===== config.mk =====
export PLATFORM = sky130hd
export DESIGN_NAME = float32_multiplier_flat
export DESIGN_NICKNAME = d
export VERILOG_FILES = /design/src/sv/fmul_pkg.sv /design/src/sv/fmul_if.sv /design/src/sv/float32_multiplier.sv /design/src/flat_wrapper.sv
export SDC_FILE = /design/constraint.sdc
export NUM_CORES = 2
export LEC_CHECK = 0
export ABC_AREA = 1
export ABC_CLOCK_PERIOD_IN_PS = 6500
export BUFFER_PORTS_ARGS = -buffer_cell sky130_fd_sc_hd__buf_2
export CAP_MARGIN = 20
export CORE_MARGIN = 4
export CORE_UTILIZATION = 54
export CTS_CLUSTER_DIAMETER = 120
export DETAILED_ROUTE_END_ITERATION = 16
export HOLD_SLACK_MARGIN = 0.15
export PLACE_DENSITY_LB_ADDON = 0.2
export SYNTH_ARGS = -nofsm -noshare
export SYNTH_HDL_FRONTEND = slang
export SYNTH_SLANG_ARGS = --single-unit

===== constraint.sdc =====
create_clock -name clock -period 6.5 [get_ports clock]
set_input_delay 0.975 -clock clock [delete_from_list [all_inputs] [get_ports clock]]
set_output_delay 0.975 -clock clock [all_outputs]
set_load 0.01 [all_outputs]

===== src/sv/fmul_pkg.sv =====
// fmul_pkg: constants and helpers for the binary32 multiplier
// no dependencies

package fmul_pkg;

   localparam int unsigned WordWidth  = 32;
   localparam int unsigned FracBits   = 23;
   localparam int unsigned ExpBits    = 8;
   localparam int unsigned SigBits    = FracBits + 1;

   localparam logic [WordWidth-1:0] QnanBits = 32'h7FC0_0000;
   localparam logic [ExpBits-1:0]   ExpAllOnes = 8'hFF;

   // biased exponent sum limits: e = ea + eb - 254, need -126 <= e <= 127
   // so biased result ea + eb - 127 must be in [1, 254]
   localparam logic [ExpBits+1:0] ExpBias = 10'd127;

   // special-case class decided in the front stage
   typedef enum logic [2:0] {
      CLS_NORMAL = 3'b001,
      CLS_ZERO   = 3'b010,
      CLS_INF    = 3'b100
   } class_type;

   typedef struct packed {
      logic             nan;
      class_type        cls;
      logic             sign;
      logic [ExpBits+1:0] exp_sum;  // ea + eb, unsigned
   } ctl_type;

endpackage


===== src/sv/fmul_if.sv =====
// fmul_if: valid/ready channel carrying one 32-bit word pair or word
// depends on fmul_pkg for the word width

interface fmul_req_if;
   logic                          valid;
   logic                          ready;
   logic [fmul_pkg::WordWidth-1:0] operand_a;
   logic [fmul_pkg::WordWidth-1:0] operand_b;
   modport source (output valid, output operand_a, output operand_b, input ready);
   modport sink   (input valid, input operand_a, input operand_b, output ready);
endinterface

interface fmul_rsp_if;
   logic                          valid;
   logic                          ready;
   logic [fmul_pkg::WordWidth-1:0] product;
   modport source (output valid, output product, input ready);
   modport sink   (input valid, input product, output ready);
endinterface


===== src/sv/float32_multiplier.sv =====
// float32_multiplier: pipelined IEEE binary32 multiply, truncating toward zero
// depends on fmul_pkg and fmul_if
//
// One multiply enters per cycle unless the result side stalls, and stage 1
// decodes operands and classifies special cases, stage 2 forms the
// two 24x12 partial products, stage 3 adds them, stage 4 normalizes and
// packs. The whole pipe advances when the output stage is empty or taken,
// so a stall on the result side holds every stage and nothing is lost.
// Zero and subnormal inputs are treated as zero, subnormal results flush to
// zero and any NaN result is the canonical quiet NaN 0x7FC00000.

module float32_multiplier (
   input  logic         clock,
   input  logic         reset,
   fmul_req_if.sink     req,
   fmul_rsp_if.source   rsp
);
   import fmul_pkg::*;

   logic advance;

   // stage valid bits
   logic v1_ff, v2_ff, v3_ff, v4_ff;

   // stage 1 payload
   ctl_type            c1_ff, c1_in;
   logic [SigBits-1:0] sa1_ff, sb1_ff;

   // stage 2 payload: partial products over low and high halves of b
   ctl_type             c2_ff;
   logic [SigBits+11:0] pl2_ff, ph2_ff;

   // stage 3 payload
   ctl_type              c3_ff;
   logic [2*SigBits-1:0] prod3_ff, prod3_in;

   // stage 4 payload
   logic [WordWidth-1:0] res4_ff, res4_in;

   assign advance   = !v4_ff || rsp.ready;
   assign req.ready = advance;
   assign rsp.valid = v4_ff;
   assign rsp.product = res4_ff;

   // decode and classify
   always_comb begin
      logic [ExpBits-1:0] ea, eb;
      logic nan_a, nan_b, inf_a, inf_b, zer;
      ea = req.operand_a[30:23];
      eb = req.operand_b[30:23];
      nan_a = (ea == ExpAllOnes) && (req.operand_a[22:0] != '0);
      nan_b = (eb == ExpAllOnes) && (req.operand_b[22:0] != '0);
      inf_a = (ea == ExpAllOnes) && (req.operand_a[22:0] == '0);
      inf_b = (eb == ExpAllOnes) && (req.operand_b[22:0] == '0);
      zer   = (ea == '0) || (eb == '0);
      c1_in.sign    = req.operand_a[31] ^ req.operand_b[31];
      c1_in.exp_sum = {2'b00, ea} + {2'b00, eb};
      c1_in.nan     = nan_a || nan_b || ((inf_a || inf_b) && zer);
      if (inf_a || inf_b) begin
         c1_in.cls = CLS_INF;
      end else if (zer) begin
         c1_in.cls = CLS_ZERO;
      end else begin
         c1_in.cls = CLS_NORMAL;
      end
   end

   // add partial products
   assign prod3_in = {{(SigBits-12){1'b0}}, pl2_ff} + {ph2_ff, 12'b0};

   // normalize, range check and pack
   always_comb begin
      logic [SigBits:0]   sig;
      logic [ExpBits+1:0] e;
      sig = prod3_ff[2*SigBits-1:FracBits];
      e   = c3_ff.exp_sum;
      if (sig[SigBits]) begin
         sig = sig >> 1;
         e   = e + 10'd1;
      end
      if (c3_ff.nan) begin
         res4_in = QnanBits;
      end else begin
         case (c3_ff.cls)
            CLS_INF:  res4_in = {c3_ff.sign, ExpAllOnes, 23'b0};
            CLS_ZERO: res4_in = {c3_ff.sign, 31'b0};
            default: begin
               if (e > ExpBias + 10'd254) begin
                  res4_in = {c3_ff.sign, ExpAllOnes, 23'b0};
               end else if (e < ExpBias + 10'd1) begin
                  res4_in = {c3_ff.sign, 31'b0};
               end else begin
                  res4_in = {c3_ff.sign, 8'(e - ExpBias), sig[FracBits-1:0]};
               end
            end
         endcase
      end
   end

   // valid bits
   always_ff @(posedge clock) begin
      if (reset) begin
         v1_ff <= 1'b0;
         v2_ff <= 1'b0;
         v3_ff <= 1'b0;
         v4_ff <= 1'b0;
      end else if (advance) begin
         v1_ff <= req.valid;
         v2_ff <= v1_ff;
         v3_ff <= v2_ff;
         v4_ff <= v3_ff;
      end
   end

   // payload stages
   always_ff @(posedge clock) begin
      if (advance) begin
         c1_ff    <= c1_in;
         sa1_ff   <= {1'b1, req.operand_a[22:0]};
         sb1_ff   <= {1'b1, req.operand_b[22:0]};
         c2_ff    <= c1_ff;
         pl2_ff   <= sa1_ff * sb1_ff[11:0];
         ph2_ff   <= sa1_ff * sb1_ff[23:12];
         c3_ff    <= c2_ff;
         prod3_ff <= prod3_in;
         res4_ff  <= res4_in;
      end
   end

   // a held result stays put while the sink stalls
   assert property (@(posedge clock) disable iff (reset)
      v4_ff && !rsp.ready |=> v4_ff && $stable(res4_ff))
      else $error("held result changed");

   // a transaction accepted reaches stage 1 after an advancing edge
   assert property (@(posedge clock) disable iff (reset)
      req.valid && req.ready |=> v1_ff)
      else $error("accepted transaction dropped");

   // nan results carry the canonical pattern
   assert property (@(posedge clock) disable iff (reset)
      advance && v3_ff && c3_ff.nan |=> res4_ff == QnanBits)
      else $error("nan result not canonical");

endmodule

===== src/flat_wrapper.sv =====
// flat-port wrapper written by rule: the top's interface ports become plain ports
module float32_multiplier_flat import fmul_pkg::*;
  (clock, reset, req_valid, req_operand_a, req_operand_b, req_ready, rsp_valid, rsp_product, rsp_ready);
  fmul_req_if req_i ();
  fmul_rsp_if rsp_i ();
  input  logic clock;
  input  logic reset;
  input wire logic [$bits(req_i.valid)-1:0] req_valid;
  input wire logic [$bits(req_i.operand_a)-1:0] req_operand_a;
  input wire logic [$bits(req_i.operand_b)-1:0] req_operand_b;
  output wire logic [$bits(req_i.ready)-1:0] req_ready;
  output wire logic [$bits(rsp_i.valid)-1:0] rsp_valid;
  output wire logic [$bits(rsp_i.product)-1:0] rsp_product;
  input wire logic [$bits(rsp_i.ready)-1:0] rsp_ready;
  assign req_i.valid = req_valid;
  assign req_i.operand_a = req_operand_a;
  assign req_i.operand_b = req_operand_b;
  assign req_ready = req_i.ready;
  assign rsp_valid = rsp_i.valid;
  assign rsp_product = rsp_i.product;
  assign rsp_i.ready = rsp_ready;
  float32_multiplier u_core (.clock(clock), .reset(reset), .req(req_i), .rsp(rsp_i));
endmodule

==> results.py <==
metrics = {
    "outcome": {
        "outcome": "finished clean",
    },
    "floorplan": {
        "dieArea_um2": 56600,
        "fp-row-count": 83,
        "die_x_um": 238,
        "start_util_pct": 55.1,
        "dieHeight_um": 238,
        "pin_count": 102,
        "core_area_um2": 51800,
    },
    "logic_synthesis": {
        "synth_edf_count": 205,
        "synth_top_area_share_pct": 30.9,
        "ys_warn_count": 0,
        "ys_ff_latch": 209,
        "yosysTopAreaCell": "fa_1",
        "synth_cell_types": 37,
        "synth_area_um2": 28500,
        "async_flop_share_pct": 0,
        "syn_nets": 4228,
        "ys_seq_area_share_pct": 21.9,
        "avgSynthCellArea_um2": 8.05,
        "synth_cells": 3542,
        "synth.area.top_cells": "fa_1 (31%), edfxtp_1 (22%), nand2_1 (13%), inv_1 (12%), ha_1 (7.8%)",
        "yosys_most_used_dff": "edfxtp_1",
    },
    "detailed_routing": {
        "firstDrtPassIters": 5,
        "ant_nets": 0,
        "vias": 22400,
        "viasPerCell": 5.18,
        "drt_iter0_drc": 1648,
        "routed_wl_um": 69800,
        "drcViolationCount": 0,
        "wl_per_cell_um": 16.2,
    },
    "clocking": {
        "h-tree-depth": 1,
        "cts_tree": "yes",
        "cts_hold_buf": 0,
        "ctsResizeCount": 0,
        "root_buffer": "clkbuf_16",
        "postCtsSetupRepairBufs": 0,
        "clk_path_buf_depth": 3,
        "numCtsBuffers": 26,
        "clk-insertion-delay-late_ns": 0.56,
        "clk_pin_slew_ns": 0.06,
        "clkSinkCount": 209,
    },
    "global_routing": {
        "grt_pass1_vias": 22400,
        "grt_max_degree": 125,
        "grt_antenna_before_repair": 1,
        "grt-ovfl-total": 0,
        "grt.total_usage_pct": 25.0,
        "grt_pass1_wl_um": 114000,
    },
    "timing": {
        "hold-worst-slack_ns": 0.417,
        "hold_violations": 0,
        "tightest_slew_ns": 1.18,
        "finalMaxSlewViolations": 0,
        "setup_violations": 0,
        "rsz0062_at_grt": "false",
        "timing.slew.headroom_pct": 21.2,
        "finClkSkew_ns": 0.00714,
        "fin_crit_ns": 5.99,
        "final.setup.tns_ns": 0,
        "fin_crit_sh_pct": 92.2,
        "fmax_mhz": 167,
    },
    "worst_setup_path": {
        "path_class": "flip-flop to flip-flop",
        "crit_arrival_ns": 6.28,
        "crit_path_end_kind": "flip-flop",
        "slowest_stage": "edfxtp_1",
        "crit_chain": "nand2_1, fa_1, inv_1, fa_1, fa_1, fa_1, inv_1, fa_1, inv_1, ha_1, nand2_1, nor2_1, nand2_1, o21ai_0, nand2_1, nand3_1, nand2_1",
        "crit_required_ns": 6.79,
        "start_kind": "flip-flop",
        "timing.rr.end": "u_core.ph2_ff[22]$_DFFE_PP_",
        "reg2reg_slack_ns": 0.51,
        "rr_startpoint": "u_core.sb1_ff[18]$_DFFE_PP_",
        "cp_max_fo": 24,
        "ff2ff_path_depth": 17,
        "cp_slowest_stage_delay_ns": 1.03,
    },
    "final_layout": {
        "area_growth_pct": 8.02,
        "antenna_cells": 0,
        "drive_gt1_share_pct": 5.82,
        "n_fill_cell": 4741,
        "layout_commonest_cell": "nand2_1",
        "most-common-layout-cells": "nand2_1 (1,025), inv_1 (903), fa_1 (440)",
        "fin_nets": 4310,
        "multi_input_area_um2": 18500,
        "utilization_pct": 59.5,
        "seqCellArea_um2": 6240,
        "final_cells": 4323,
    },
    "min_path": {
        "min_path_type": "flip-flop to flip-flop",
        "whs_path_depth": 0,
        "min_to": "u_core.c2_ff[11]$_DFFE_PP_",
        "hold_start": "u_core.c1_ff[11]$_SDFFCE_PN0P_",
    },
    "placement": {
        "gp_congestion": 0.966,
        "hpwl_um": 57200,
        "portBuffers": 101,
        "dp_cells": 4274,
    },
    "job": {
        "drv_cap": 0,
    },
}
[cells in the mapped netlist (21+ instances only)]
cell      count
nand3_1      89
clkbuf_1     98
nor2_1      220
xor2_1       47
nand2_1    1025
inv_1       904
o21ai_0      71
a21oi_1      94
ha_1        178
fa_1        440
nor3_1       21
nand4_1      25
edfxtp_1    205
[final cells by class]
type	count	share of cell area, %
flip-flops and latches	209	20.2
clock buffers	27	2.12
multi-input cells	2327	60.1
repair buffers	156	3.03
clock inverters	20	0.759
inverters	904	11.0
well taps	680	2.76
[kinds of logic after synthesis]
logic type,share of synthesized area [%]
buf+inv,13.3
fa+ha+maj,38.7
xor+xnor,1.63
simple gates,20.0
flops,21.9
mux,0.0395
compound gates,4.53
[per-stage QoR]
stage | area (µm²) | setup WS [ns]
final | 30800 | 0.509
after global routing | 30800 | 0.153
after CTS | 30800 | 0.528
after detailed placement | 29900 | 0.594
after global placement | 29900 | 0.598
after floorplan | 28500 | 0.409
[flip-flops by register name (all words and copies together), names as in the netlist]
name                cells
u_core.ph2_ff          36
u_core.rsp.product     32
u_core.prod3_ff        25
u_core.pl2_ff          24
u_core.sa1_ff          23
u_core.sb1_ff          23
u_core.c1_ff           14
u_core.c2_ff           14
u_core.c3_ff           14
u_core.rsp.valid        1
u_core.v1_ff            1
u_core.v2_ff            1
u_core.v3_ff            1
[worst max-delay path: cells and delay by family, from the launching register on]
family / cells / cell delay, ns
flops: 1 / 1.03
simple gates: 7 / 1.05
fa+ha+maj: 6 / 2.89
compound gates: 1 / 0.61
buf+inv: 3 / 0.14
[layer usage]
| layer | vias up | routed length [µm] | track usage, % | part of all wire (%) |
|---|---|---|---|---|
| met1 | 10800 | 29700 | 35.1 | 42 |
| met3 | 114 | 5530 | 4.29 | 7.9 |
| met4 | 0 | 1990 | 6.07 | 2.8 |
| met5 | - | 0 | 0 | 0 |
| li1 | 10700 | - | - | - |
| met2 | 771 | 32700 | 41.2 | 47 |
[worst max-delay path by stage]
stage	startpoint	end	slack, ns	depth (start not counted)
global route	u_core.sb1_ff[18]$_DFFE_PP_	u_core.ph2_ff[34]$_DFFE_PP_	0.15	17
finish	u_core.sb1_ff[18]$_DFFE_PP_	u_core.ph2_ff[22]$_DFFE_PP_	0.51	17
detailed placement	u_core.sa1_ff[4]$_DFFE_PP_	u_core.ph2_ff[34]$_DFFE_PP_	0.59	17
global placement	u_core.sa1_ff[4]$_DFFE_PP_	u_core.ph2_ff[34]$_DFFE_PP_	0.60	17
CTS	u_core.sa1_ff[5]$_DFFE_PP_	u_core.ph2_ff[22]$_DFFE_PP_	0.53	17
floorplan	rsp_ready	req_ready	0.41	2
Power is not shown: default switching activity piles up to over one toggle a cycle in this logic, so the estimate is an artifact.
